### src/rtl/ipclf_pkg.sv
package ipclf_pkg;

    // character codes
    localparam logic [7:0] DOT_CODE    = 8'h2e;
    localparam logic [7:0] COLON_CODE  = 8'h3a;
    localparam logic [7:0] DIGIT_ZERO  = 8'h30;
    localparam logic [7:0] DIGIT_NINE  = 8'h39;
    localparam logic [7:0] UPPER_A     = 8'h41;
    localparam logic [7:0] UPPER_Z     = 8'h5a;
    localparam logic [7:0] LOWER_A     = 8'h61;
    localparam logic [7:0] LOWER_F     = 8'h66;
    localparam logic [7:0] CASE_OFFSET = 8'h20;

    // counter widths and saturation points
    localparam int DOT_W   = 3;
    localparam int COLON_W = 4;
    localparam int LEN_W   = 3;
    localparam int DEC_W   = 10;

    localparam logic [DOT_W-1:0]   DOT_SAT      = 3'd4;
    localparam logic [DOT_W-1:0]   V4_DOTS      = 3'd3;
    localparam logic [COLON_W-1:0] COLON_SAT    = 4'd8;
    localparam logic [COLON_W-1:0] V6_COLONS    = 4'd7;
    localparam logic [LEN_W-1:0]   LEN_SAT      = 3'd5;
    localparam logic [LEN_W-1:0]   DEC_DIGITS   = 3'd3;
    localparam logic [LEN_W-1:0]   V4_LEN_MAX   = 3'd3;
    localparam logic [LEN_W-1:0]   V6_LEN_MAX   = 3'd4;
    localparam logic [DEC_W-1:0]   V4_GROUP_MAX = 10'd255;

    typedef enum logic [1:0] {
        KIND_NEITHER = 2'd0,
        KIND_IPV4    = 2'd1,
        KIND_IPV6    = 2'd2
    } address_kind_t;

    typedef struct packed {
        logic       is_dot;
        logic       is_colon;
        logic       is_digit;
        logic       is_letter;
        logic       is_zero;
        logic [3:0] digit;
    } char_class_t;

endpackage

### src/rtl/ipclf_char_decode.sv
module ipclf_char_decode (
    input  logic [7:0]             char_code,
    output ipclf_pkg::char_class_t char_class
);
    import ipclf_pkg::*;

    logic [7:0] folded;

    always_comb
    begin
        if (char_code >= UPPER_A && char_code <= UPPER_Z)
        begin
            folded = char_code + CASE_OFFSET;
        end
        else
        begin
            folded = char_code;
        end
        char_class.is_dot    = (folded == DOT_CODE);
        char_class.is_colon  = (folded == COLON_CODE);
        char_class.is_digit  = (folded >= DIGIT_ZERO) && (folded <= DIGIT_NINE);
        char_class.is_letter = (folded >= LOWER_A) && (folded <= LOWER_F);
        char_class.is_zero   = (folded == DIGIT_ZERO);
        char_class.digit     = folded[3:0];
    end

endmodule

### src/rtl/ipclf_tracker.sv
module ipclf_tracker (
    input  logic                     clk,
    input  logic                     rst_n,
    input  logic                     step,
    input  logic                     last,
    input  ipclf_pkg::char_class_t   char_class,
    output ipclf_pkg::address_kind_t kind
);
    import ipclf_pkg::*;

    logic [DOT_W-1:0]   dot_total_reg,   dot_total_next;
    logic [COLON_W-1:0] colon_total_reg, colon_total_next;
    logic [LEN_W-1:0]   group_len_reg,   group_len_next;
    logic [DEC_W-1:0]   group_dec_reg,   group_dec_next;
    logic               starts_zero_reg, starts_zero_next;
    logic               hex_seen_reg,    hex_seen_next;
    logic               bad_seen_reg,    bad_seen_next;
    logic               v4_failed_reg,   v4_failed_next;
    logic               v6_failed_reg,   v6_failed_next;
    logic               v4_final_fail;
    logic               v6_final_fail;
    logic               is_sep;

    function automatic logic v4_group_bad(
        input logic [LEN_W-1:0] len,
        input logic [DEC_W-1:0] dec,
        input logic             starts_zero
    );
        return (len == '0) || (len > V4_LEN_MAX) || ((len > 3'd1) && starts_zero)
               || (dec > V4_GROUP_MAX);
    endfunction

    function automatic logic v6_group_bad(input logic [LEN_W-1:0] len);
        return (len == '0) || (len > V6_LEN_MAX);
    endfunction

    // state as it stands after the current character
    always_comb
    begin
        is_sep           = char_class.is_dot || char_class.is_colon;
        dot_total_next   = dot_total_reg;
        colon_total_next = colon_total_reg;
        group_len_next   = group_len_reg;
        group_dec_next   = group_dec_reg;
        starts_zero_next = starts_zero_reg;
        hex_seen_next    = hex_seen_reg;
        bad_seen_next    = bad_seen_reg;
        v4_failed_next   = v4_failed_reg;
        v6_failed_next   = v6_failed_reg;

        if (char_class.is_dot)
        begin
            if (dot_total_reg < DOT_SAT)
            begin
                dot_total_next = dot_total_reg + 1'b1;
            end
            v4_failed_next = v4_failed_reg
                             || v4_group_bad(group_len_reg, group_dec_reg, starts_zero_reg);
        end
        if (char_class.is_colon)
        begin
            if (colon_total_reg < COLON_SAT)
            begin
                colon_total_next = colon_total_reg + 1'b1;
            end
            v6_failed_next = v6_failed_reg || v6_group_bad(group_len_reg);
        end

        if (is_sep)
        begin
            group_len_next   = '0;
            group_dec_next   = '0;
            starts_zero_next = 1'b0;
        end
        else
        begin
            bad_seen_next = bad_seen_reg || (!char_class.is_digit && !char_class.is_letter);
            hex_seen_next = hex_seen_reg || char_class.is_letter;
            if (group_len_reg == '0 && char_class.is_zero)
            begin
                starts_zero_next = 1'b1;
            end
            if (group_len_reg < DEC_DIGITS && char_class.is_digit)
            begin
                group_dec_next = group_dec_reg * 10'd10 + {6'd0, char_class.digit};
            end
            if (group_len_reg < LEN_SAT)
            begin
                group_len_next = group_len_reg + 1'b1;
            end
        end

        // the open group at the end of the string is closed too
        v4_final_fail = v4_failed_next || ((dot_total_next != '0)
                        && v4_group_bad(group_len_next, group_dec_next, starts_zero_next));
        v6_final_fail = v6_failed_next
                        || ((colon_total_next != '0) && v6_group_bad(group_len_next));

        kind = KIND_NEITHER;
        if (!bad_seen_next && !((dot_total_next != '0) && (colon_total_next != '0)))
        begin
            if (dot_total_next == V4_DOTS && !hex_seen_next && !v4_final_fail)
            begin
                kind = KIND_IPV4;
            end
            else if (colon_total_next == V6_COLONS && !v6_final_fail)
            begin
                kind = KIND_IPV6;
            end
        end
    end

    always_ff @(posedge clk or negedge rst_n)
    begin
        if (!rst_n)
        begin
            dot_total_reg   <= '0;
            colon_total_reg <= '0;
            group_len_reg   <= '0;
            group_dec_reg   <= '0;
            starts_zero_reg <= 1'b0;
            hex_seen_reg    <= 1'b0;
            bad_seen_reg    <= 1'b0;
            v4_failed_reg   <= 1'b0;
            v6_failed_reg   <= 1'b0;
        end
        else if (step)
        begin
            if (last)
            begin
                // next beat opens a new string
                dot_total_reg   <= '0;
                colon_total_reg <= '0;
                group_len_reg   <= '0;
                group_dec_reg   <= '0;
                starts_zero_reg <= 1'b0;
                hex_seen_reg    <= 1'b0;
                bad_seen_reg    <= 1'b0;
                v4_failed_reg   <= 1'b0;
                v6_failed_reg   <= 1'b0;
            end
            else
            begin
                dot_total_reg   <= dot_total_next;
                colon_total_reg <= colon_total_next;
                group_len_reg   <= group_len_next;
                group_dec_reg   <= group_dec_next;
                starts_zero_reg <= starts_zero_next;
                hex_seen_reg    <= hex_seen_next;
                bad_seen_reg    <= bad_seen_next;
                v4_failed_reg   <= v4_failed_next;
                v6_failed_reg   <= v6_failed_next;
            end
        end
    end

endmodule

### src/rtl/ip_address_text_classifier.sv
// Classifies an address string fed one character per beat (last_char marks the
// end) as IPv4, IPv6 or neither; a single result beat follows each final
// character. One character is taken every clock cycle: each is held in an input
// register and then folded into the running counters and flags, and the final
// character's classification is registered in the output register when that
// input register passes it on. Input ready drops only when a final character
// is waiting and the previous result has not yet been taken.
module ip_address_text_classifier (
    input  logic       clk,
    input  logic       rst_n,
    input  logic       in_valid,
    output logic       in_ready,
    input  logic [7:0] char_code,
    input  logic       last_char,
    output logic       out_valid,
    input  logic       out_ready,
    output logic [1:0] address_kind
);
    import ipclf_pkg::*;

    logic          s1_valid_reg;
    logic [7:0]    s1_char_reg;
    logic          s1_last_reg;
    logic          out_valid_reg;
    address_kind_t kind_reg;
    logic          s1_advance;
    char_class_t   char_class;
    address_kind_t kind;

    // a non-final character never waits on the output side
    assign s1_advance = s1_valid_reg && (!s1_last_reg || !out_valid_reg || out_ready);
    assign in_ready   = !s1_valid_reg || s1_advance;

    ipclf_char_decode u_decode (
        .char_code  (s1_char_reg),
        .char_class (char_class)
    );

    ipclf_tracker u_tracker (
        .clk        (clk),
        .rst_n      (rst_n),
        .step       (s1_advance),
        .last       (s1_last_reg),
        .char_class (char_class),
        .kind       (kind)
    );

    always_ff @(posedge clk or negedge rst_n)
    begin
        if (!rst_n)
        begin
            s1_valid_reg  <= 1'b0;
            out_valid_reg <= 1'b0;
        end
        else
        begin
            if (in_ready)
            begin
                s1_valid_reg <= in_valid;
            end
            if (s1_advance && s1_last_reg)
            begin
                out_valid_reg <= 1'b1;
            end
            else if (out_ready)
            begin
                out_valid_reg <= 1'b0;
            end
        end
    end

    always_ff @(posedge clk)
    begin
        if (in_ready && in_valid)
        begin
            s1_char_reg <= char_code;
            s1_last_reg <= last_char;
        end
        if (s1_advance && s1_last_reg)
        begin
            kind_reg <= kind;
        end
    end

    assign out_valid    = out_valid_reg;
    assign address_kind = kind_reg;

endmodule

### config.mk
export PLATFORM = sky130hd
export DESIGN_NAME = ip_address_text_classifier
export DESIGN_NICKNAME = d
export VERILOG_FILES = /design/src/rtl/ipclf_pkg.sv /design/src/rtl/ipclf_char_decode.sv /design/src/rtl/ipclf_tracker.sv /design/src/rtl/ip_address_text_classifier.sv
export SDC_FILE = /design/constraint.sdc
export NUM_CORES = 1
export LEC_CHECK = 0
export ABC_AREA = 0
export BUFFER_PORTS_ARGS = -buffer_cell sky130_fd_sc_hd__buf_2
export CAP_MARGIN = 5
export CORE_UTILIZATION = 35
export DETAILED_ROUTE_END_ITERATION = 10
export SETUP_SLACK_MARGIN = 0.15
export SYNTH_ARGS = -nofsm -noshare
export SYNTH_HDL_FRONTEND = slang
export SYNTH_SLANG_ARGS = --single-unit
### constraint.sdc
create_clock -name clk -period 4.4 [get_ports clk]
set_clock_uncertainty 0.15 [all_clocks]
set_input_delay 0.88 -clock clk [delete_from_list [all_inputs] [get_ports clk]]
set_output_delay 0.88 -clock clk [all_outputs]
set_load 0.02 [all_outputs]
# Word-level counts from Yosys, hierarchy flattened
# Index checks and enable logic that the tools add are counted.
[word_totals] register_bits=38 latch_bits=0 ram_bits=0 rom_bits=0 inputBits=13 out_inout_bits=4 elab_cells=125 memories=0
[classes] add_sub_neg=5 mul=1 n_div=0 order_cmp=18 n_eq_ne=5 n_shift=0 muxes=28 bitwise=1 n_reduce_logical=52
[ops] cell="$mux 10" count=3
[ops] cell="$eq 8x6->1 const B" count=3
[ops] cell="$gt 10x8->1 const B" count=2
[ops] cell="$logic_and 1x1->1" count=18
[ops] cell="$logic_or 1x1->1" count=18
[ops] cell="$mux 3" count=6
[ops] cell="$ge 8x7->1 const B" count=2
[ops] cell="$le 8x7->1 const B" count=2
[ops] cell="$mux 1" count=14
[ops] cell="$mux 4" count=3
[ops] cell="$add 10x4->10" count=1
[ops] cell="$logic_not 1->1" count=10
[ops] cell="$mul 10x3->9 const B" count=1
[ops] cell="$add 8x6->8 const B" count=1
[ops] cell="$ge 8x6->1 const B" count=1
[ops] cell="$le 8x6->1 const B" count=1
[ops] cell="$mux 8" count=1
[ops] cell="$add 3x1->3 const B" count=2
[ops] cell="$gt 3x1->1 const B" count=2
[ops] cell="$gt 3x2->1 const B" count=2
[ops] cell="$gt 3x3->1 const B" count=2
[ops] cell="$logic_not 3->1" count=2
[ops] cell="$lt 3x3->1 const B" count=2
[ops] cell="$add 4x1->4 const B" count=1
[ops] cell="other kinds (10)" count=10

# Logic depth before layout (Yosys ltp)
[depth] depth_word=15 mapped_depth=12 depth_no_buf=12

# By module
# From an unflattened synthesis, not the netlist that was laid out.
[hier_totals] hier_cells=269 hier_area_um2=2577.5
[by_module_without_submodules] module="ipclf_tracker" n_inst=1 cells_per_inst=217 area_per_inst_um2=1926.8 seq_area_each_um2=625.6
[by_module_without_submodules] module="ip_address_text_classifier" n_inst=1 cells_per_inst=21 area_per_inst_um2=436.7 seq_area_each_um2=380.4
[by_module_without_submodules] module="ipclf_char_decode" n_inst=1 cells_per_inst=31 area_per_inst_um2=214.0 seq_area_each_um2=0.0

# Least setup slack after synthesis
# OpenSTA, ideal clock, no wires.
[synth_path] kind="flip-flop to flip-flop" startpoint="register u_tracker.group_dec_reg[1]" endpoint="register kind_reg[0] (netlist: address_kind[0]) (data pin)" setup_time_ns=0.258 t_arrival_ns=2.931 required_ns=3.992 path_slack_ns=1.061 path_stages_with_launch=13 n_path_buf=0 synth_period_minus_slack_ns=3.339 path_cell_list="dfrtp_1 > ha_1 > ha_1 > inv_1 > fa_1 > xor2_1 > or3b_2 > nor4b_1 > xor2_1 > nor3_1 > o32ai_1 > nor4_1 > o221a_1"
[synth_between] elab_chain_cells=11 word_cells_on_any_way=15 cone_classes="add/sub (1); mul (1); order compare (2); mux (4); reduce/logical (7)"
[synth_rtl] element="start, declared" line_no="ipclf_tracker.sv:14" source="logic [DEC_W-1:0] group_dec_reg, group_dec_next;"
[synth_rtl] element="start signal, assigned" line_no="ipclf_tracker.sv:147" source="group_dec_reg <= group_dec_next;"
[synth_rtl] element="$mul 10x3->9" line_no="ipclf_tracker.sv:85" source="group_dec_next = group_dec_reg * 10'd10 + {6'd0, char_class.digit};"
[synth_rtl] element="$add 10x4->10" line_no="ipclf_tracker.sv:85"
[synth_rtl] element="$mux 10" line_no="ipclf_tracker.sv:83" source="if (group_len_reg < DEC_DIGITS && char_class.is_digit)"
[synth_rtl] element="$mux 10" line_no="ipclf_tracker.sv:69" source="if (is_sep)"
[synth_rtl] element="$gt 10x8->1" line_no="ipclf_tracker.sv:30" source="|| (dec > V4_GROUP_MAX);"
[synth_rtl] element="$logic_or 1x1->1" line_no="ipclf_tracker.sv:30"
[synth_rtl] element="$logic_and 1x1->1" line_no="ipclf_tracker.sv:95" source="&& v4_group_bad(group_len_next, group_dec_next, starts_zero_next));"
[synth_rtl] element="$logic_or 1x1->1 (*)" line_no="ipclf_tracker.sv:94" source="v4_final_fail = v4_failed_next || ((dot_total_next != '0)"
[synth_rtl] element="$logic_not 1->1 (*)" line_no="ipclf_tracker.sv:102" source="if (dot_total_next == V4_DOTS && !hex_seen_next && !v4_final_fail)"
[synth_rtl] element="$logic_and 1x1->1 (*)" line_no="ipclf_tracker.sv:102"
[synth_rtl] element="$mux 1 (*)" line_no="ipclf_tracker.sv:102"
[synth_rtl] element="end signal, assigned" line_no="ip_address_text_classifier.sv:81" source="kind_reg <= kind;"
[synth_rtl] element="end, declared" line_no="ip_address_text_classifier.sv:25" source="address_kind_t kind_reg;"
# Mark *: on every way between the ends. The rest lies on a longest branch, timed or not.
# A chain may end at the register's enable or synchronous reset.

# Worst setup path after layout
# Ends and elaborated chain as after synthesis.

==> impl_metrics.yaml <==
routing:
  drc: 0
  first_iter_violations: 179
  drt-wirelength-per-cell_um: 14.26
  viasPerCell: 5.341
  ant_nets: 0
  drt-pass1-iter-count: 4
  wl_um: 5561
  via_count: 2083
floorplan:
  die_area_um2: 7683
  die_h_um: 87.65
  ios: 17
  die_w_um: 87.65
  core_area_um2: 6944
  start_util: 0.3697
  fp-row-count: 30
yosys:
  synth_area_leader_cell: "dfrtp_1"
  synth_edf_count: 11
  netlist.area_leader.share: 0.2632
  synth_common_cells: "27 x dfrtp_1, 25 x nor2_1, 24 x ha_1"
  ys_async_sr_fraction: 0.7105
  avgSynthCellArea_um2: 9.439
  synth-warning-count: 0
  ys_ff_latch: 38
  ys_seq_area_frac: 0.3918
  syn_area_um2: 2567
  synth.most_common_cell: "dfrtp_1"
  synth_area_leaders: "dfrtp_1 26%, edfxtp_1 13%, ha_1 12%"
  synthCells: 272
  syn-num-nets: 311
  synth_ff_type: "dfrtp_1"
  synth_cell_types: 52
layout:
  largest_reg_flops: 10
  drive_gt1_frac: 0.1020
  syn_to_final_growth_pct: 10.57
  antenna_cells: 0
  finalNetCount: 332
global_routing:
  grtUsageTotal: 0.1652
  overflow: 0
  grt_max_degree: 28
  grt_pass1_vias: 2029
  antenna_found_initial: 0
  grt_pass1_wl_um: 9791
timing:
  tightest_slew_ns: 0.6843
  fin_tns_setup_ns: 0
  relSlewSlack: 0.5407
  rsz0062_at_grt: "no"
  slew_violations: 0
  fmax_mhz: 275.8
  hold_viol: 0
  period_share: 0.8241
  period_minus_slack_ns: 3.626
  finalSetupViolCount: 0
power_and_ir_drop:
  p_per_area_nw_per_um2: 321.4
  p_leak_nw: 1.265
  ir_drop_mv: 0.1766
  power_w: 0.0009124
cts:
  clkLatencyLatePin_ns: 0.29
  cts.repair.resized: 0
  hold_buffers: 0
  cts_buffers: 5
  clk_pin_slew_ns: 0.07
  tritoncts: "done"
  cts_max_level: 2
  root_buffer: "clkbuf_8"
  cts.sinks: 38
  cts_setup_buffers: 0
  cts_buffer_depth: 2
setup_path:
  worstSetupPathType: "flop to flop"
  arrival_ns: 3.53
  critPathLaunchType: "flop"
  reg2reg_slack_ns: 0.77
  reg2reg_depth: 12
  critPathMaxFanout: 4
  cp.required_ns: 4.30
  end_kind: "flop"
run_status:
  outcome: "completed"
place:
  gp_congestion: 0.8953
  port_buffers: 16
  hpwlAfterDp_um: 4306
hold_path:
  hp-class: "flop to flop"
  hold-path-cell-count: 1
flow_run:
  cap_violations: 0
## where the power goes
part | switching (W) | internal, W
registers | 0.0000413 | 0.000392
clock network | 0.000122 | 0.000113
logic | 0.000143 | 0.000101
## final timing paths
kind / startpoint / endpoint
setup / recovery: u_tracker.group_dec_reg[1] / address_kind[0]
setup reg to reg: u_tracker.group_dec_reg[1] / address_kind[0]
hold reg to reg: u_tracker.hex_seen_reg / u_tracker.hex_seen_reg
min in group asynchronous: rst_n / u_tracker.dot_total_reg[1]
max in group asynchronous: rst_n / u_tracker.starts_zero_reg
hold / removal: u_tracker.hex_seen_reg / u_tracker.hex_seen_reg
## cell families (layout without fill, tap and decap cells)
kind of cell,count (synthesis),count (layout),synth area share
AOI/OAI and AO/OA,71,71,0.1759
buffers and inverters,19,41,0.03119
adders and majority gates,26,26,0.1326
and+or+nand+nor,103,103,0.2164
DFF,38,38,0.3918
muxes,2,2,0.007798
xor gates and xnor gates,13,13,0.04435
## per-layer routing
metal / track usage / part of all wire / vias up
met5: 0 / 0 / -
met1: 0.2299 / 0.50 / 993
met2: 0.2564 / 0.44 / 47
li1: - / - / 1036
met3: 0.03582 / 0.048 / 7
met4: 0.05216 / 0.014 / 0
## metrics by stage
| step | worst slack [ns] | cell area [um^2] | hold slack (ns) | utilization | instances |
|---|---|---|---|---|---|
| CTS | 0.7883 | 2839 | 0.3608 | 0.4088 | 390 |
| floorplan | 1.061 | 2567 | 0.3135 | - | 272 |
| finish | 0.7740 | 2839 | 0.3565 | 0.4088 | 390 |
| global placement | 0.9042 | 2759 | 0.3325 | 0.3973 | 382 |
| detailed placement | 0.8295 | 2759 | 0.3444 | 0.3973 | 382 |
| global route | 0.4447 | 2839 | 0.3825 | 0.4088 | 390 |
## worst max-delay path: stages, from the launching register on
cell	delay, ns
dfrtp_1	0.42
ha_1	0.30
ha_1	0.16
inv_1	0.06
fa_1	0.41
xor2_1	0.21
or3b_2	0.45
nor4b_1	0.33
xor2_1	0.19
nor3_1	0.08
o32ai_1	0.29
nor4_1	0.10
o221a_1	0.23
## final cells by class
cell class / instances / area, um^2
fillers: 710 / 4105
multi-input cells: 215 / 1481
flip-flops and latches: 38 / 1006
well taps: 96 / 120.1
repair buffers: 18 / 95.09
clock buffers: 8 / 80.08
inverters: 15 / 56.30
## placed cells by master (no fill, tap or decap), drive strengths merged, types with 4 or more instances in the layout
cell type / instances
clkbuf: 8
inv: 15
edfxtp: 11
a22o: 10
or3: 4
a21oi: 16
xnor2: 8
nor2: 25
nor3: 14
a31oi: 5
buf: 18
nand2: 20
dfrtp: 27
o21ai: 24
xor2: 5
ha: 24
nand3: 9
Power figures use the tool's default switching activity.
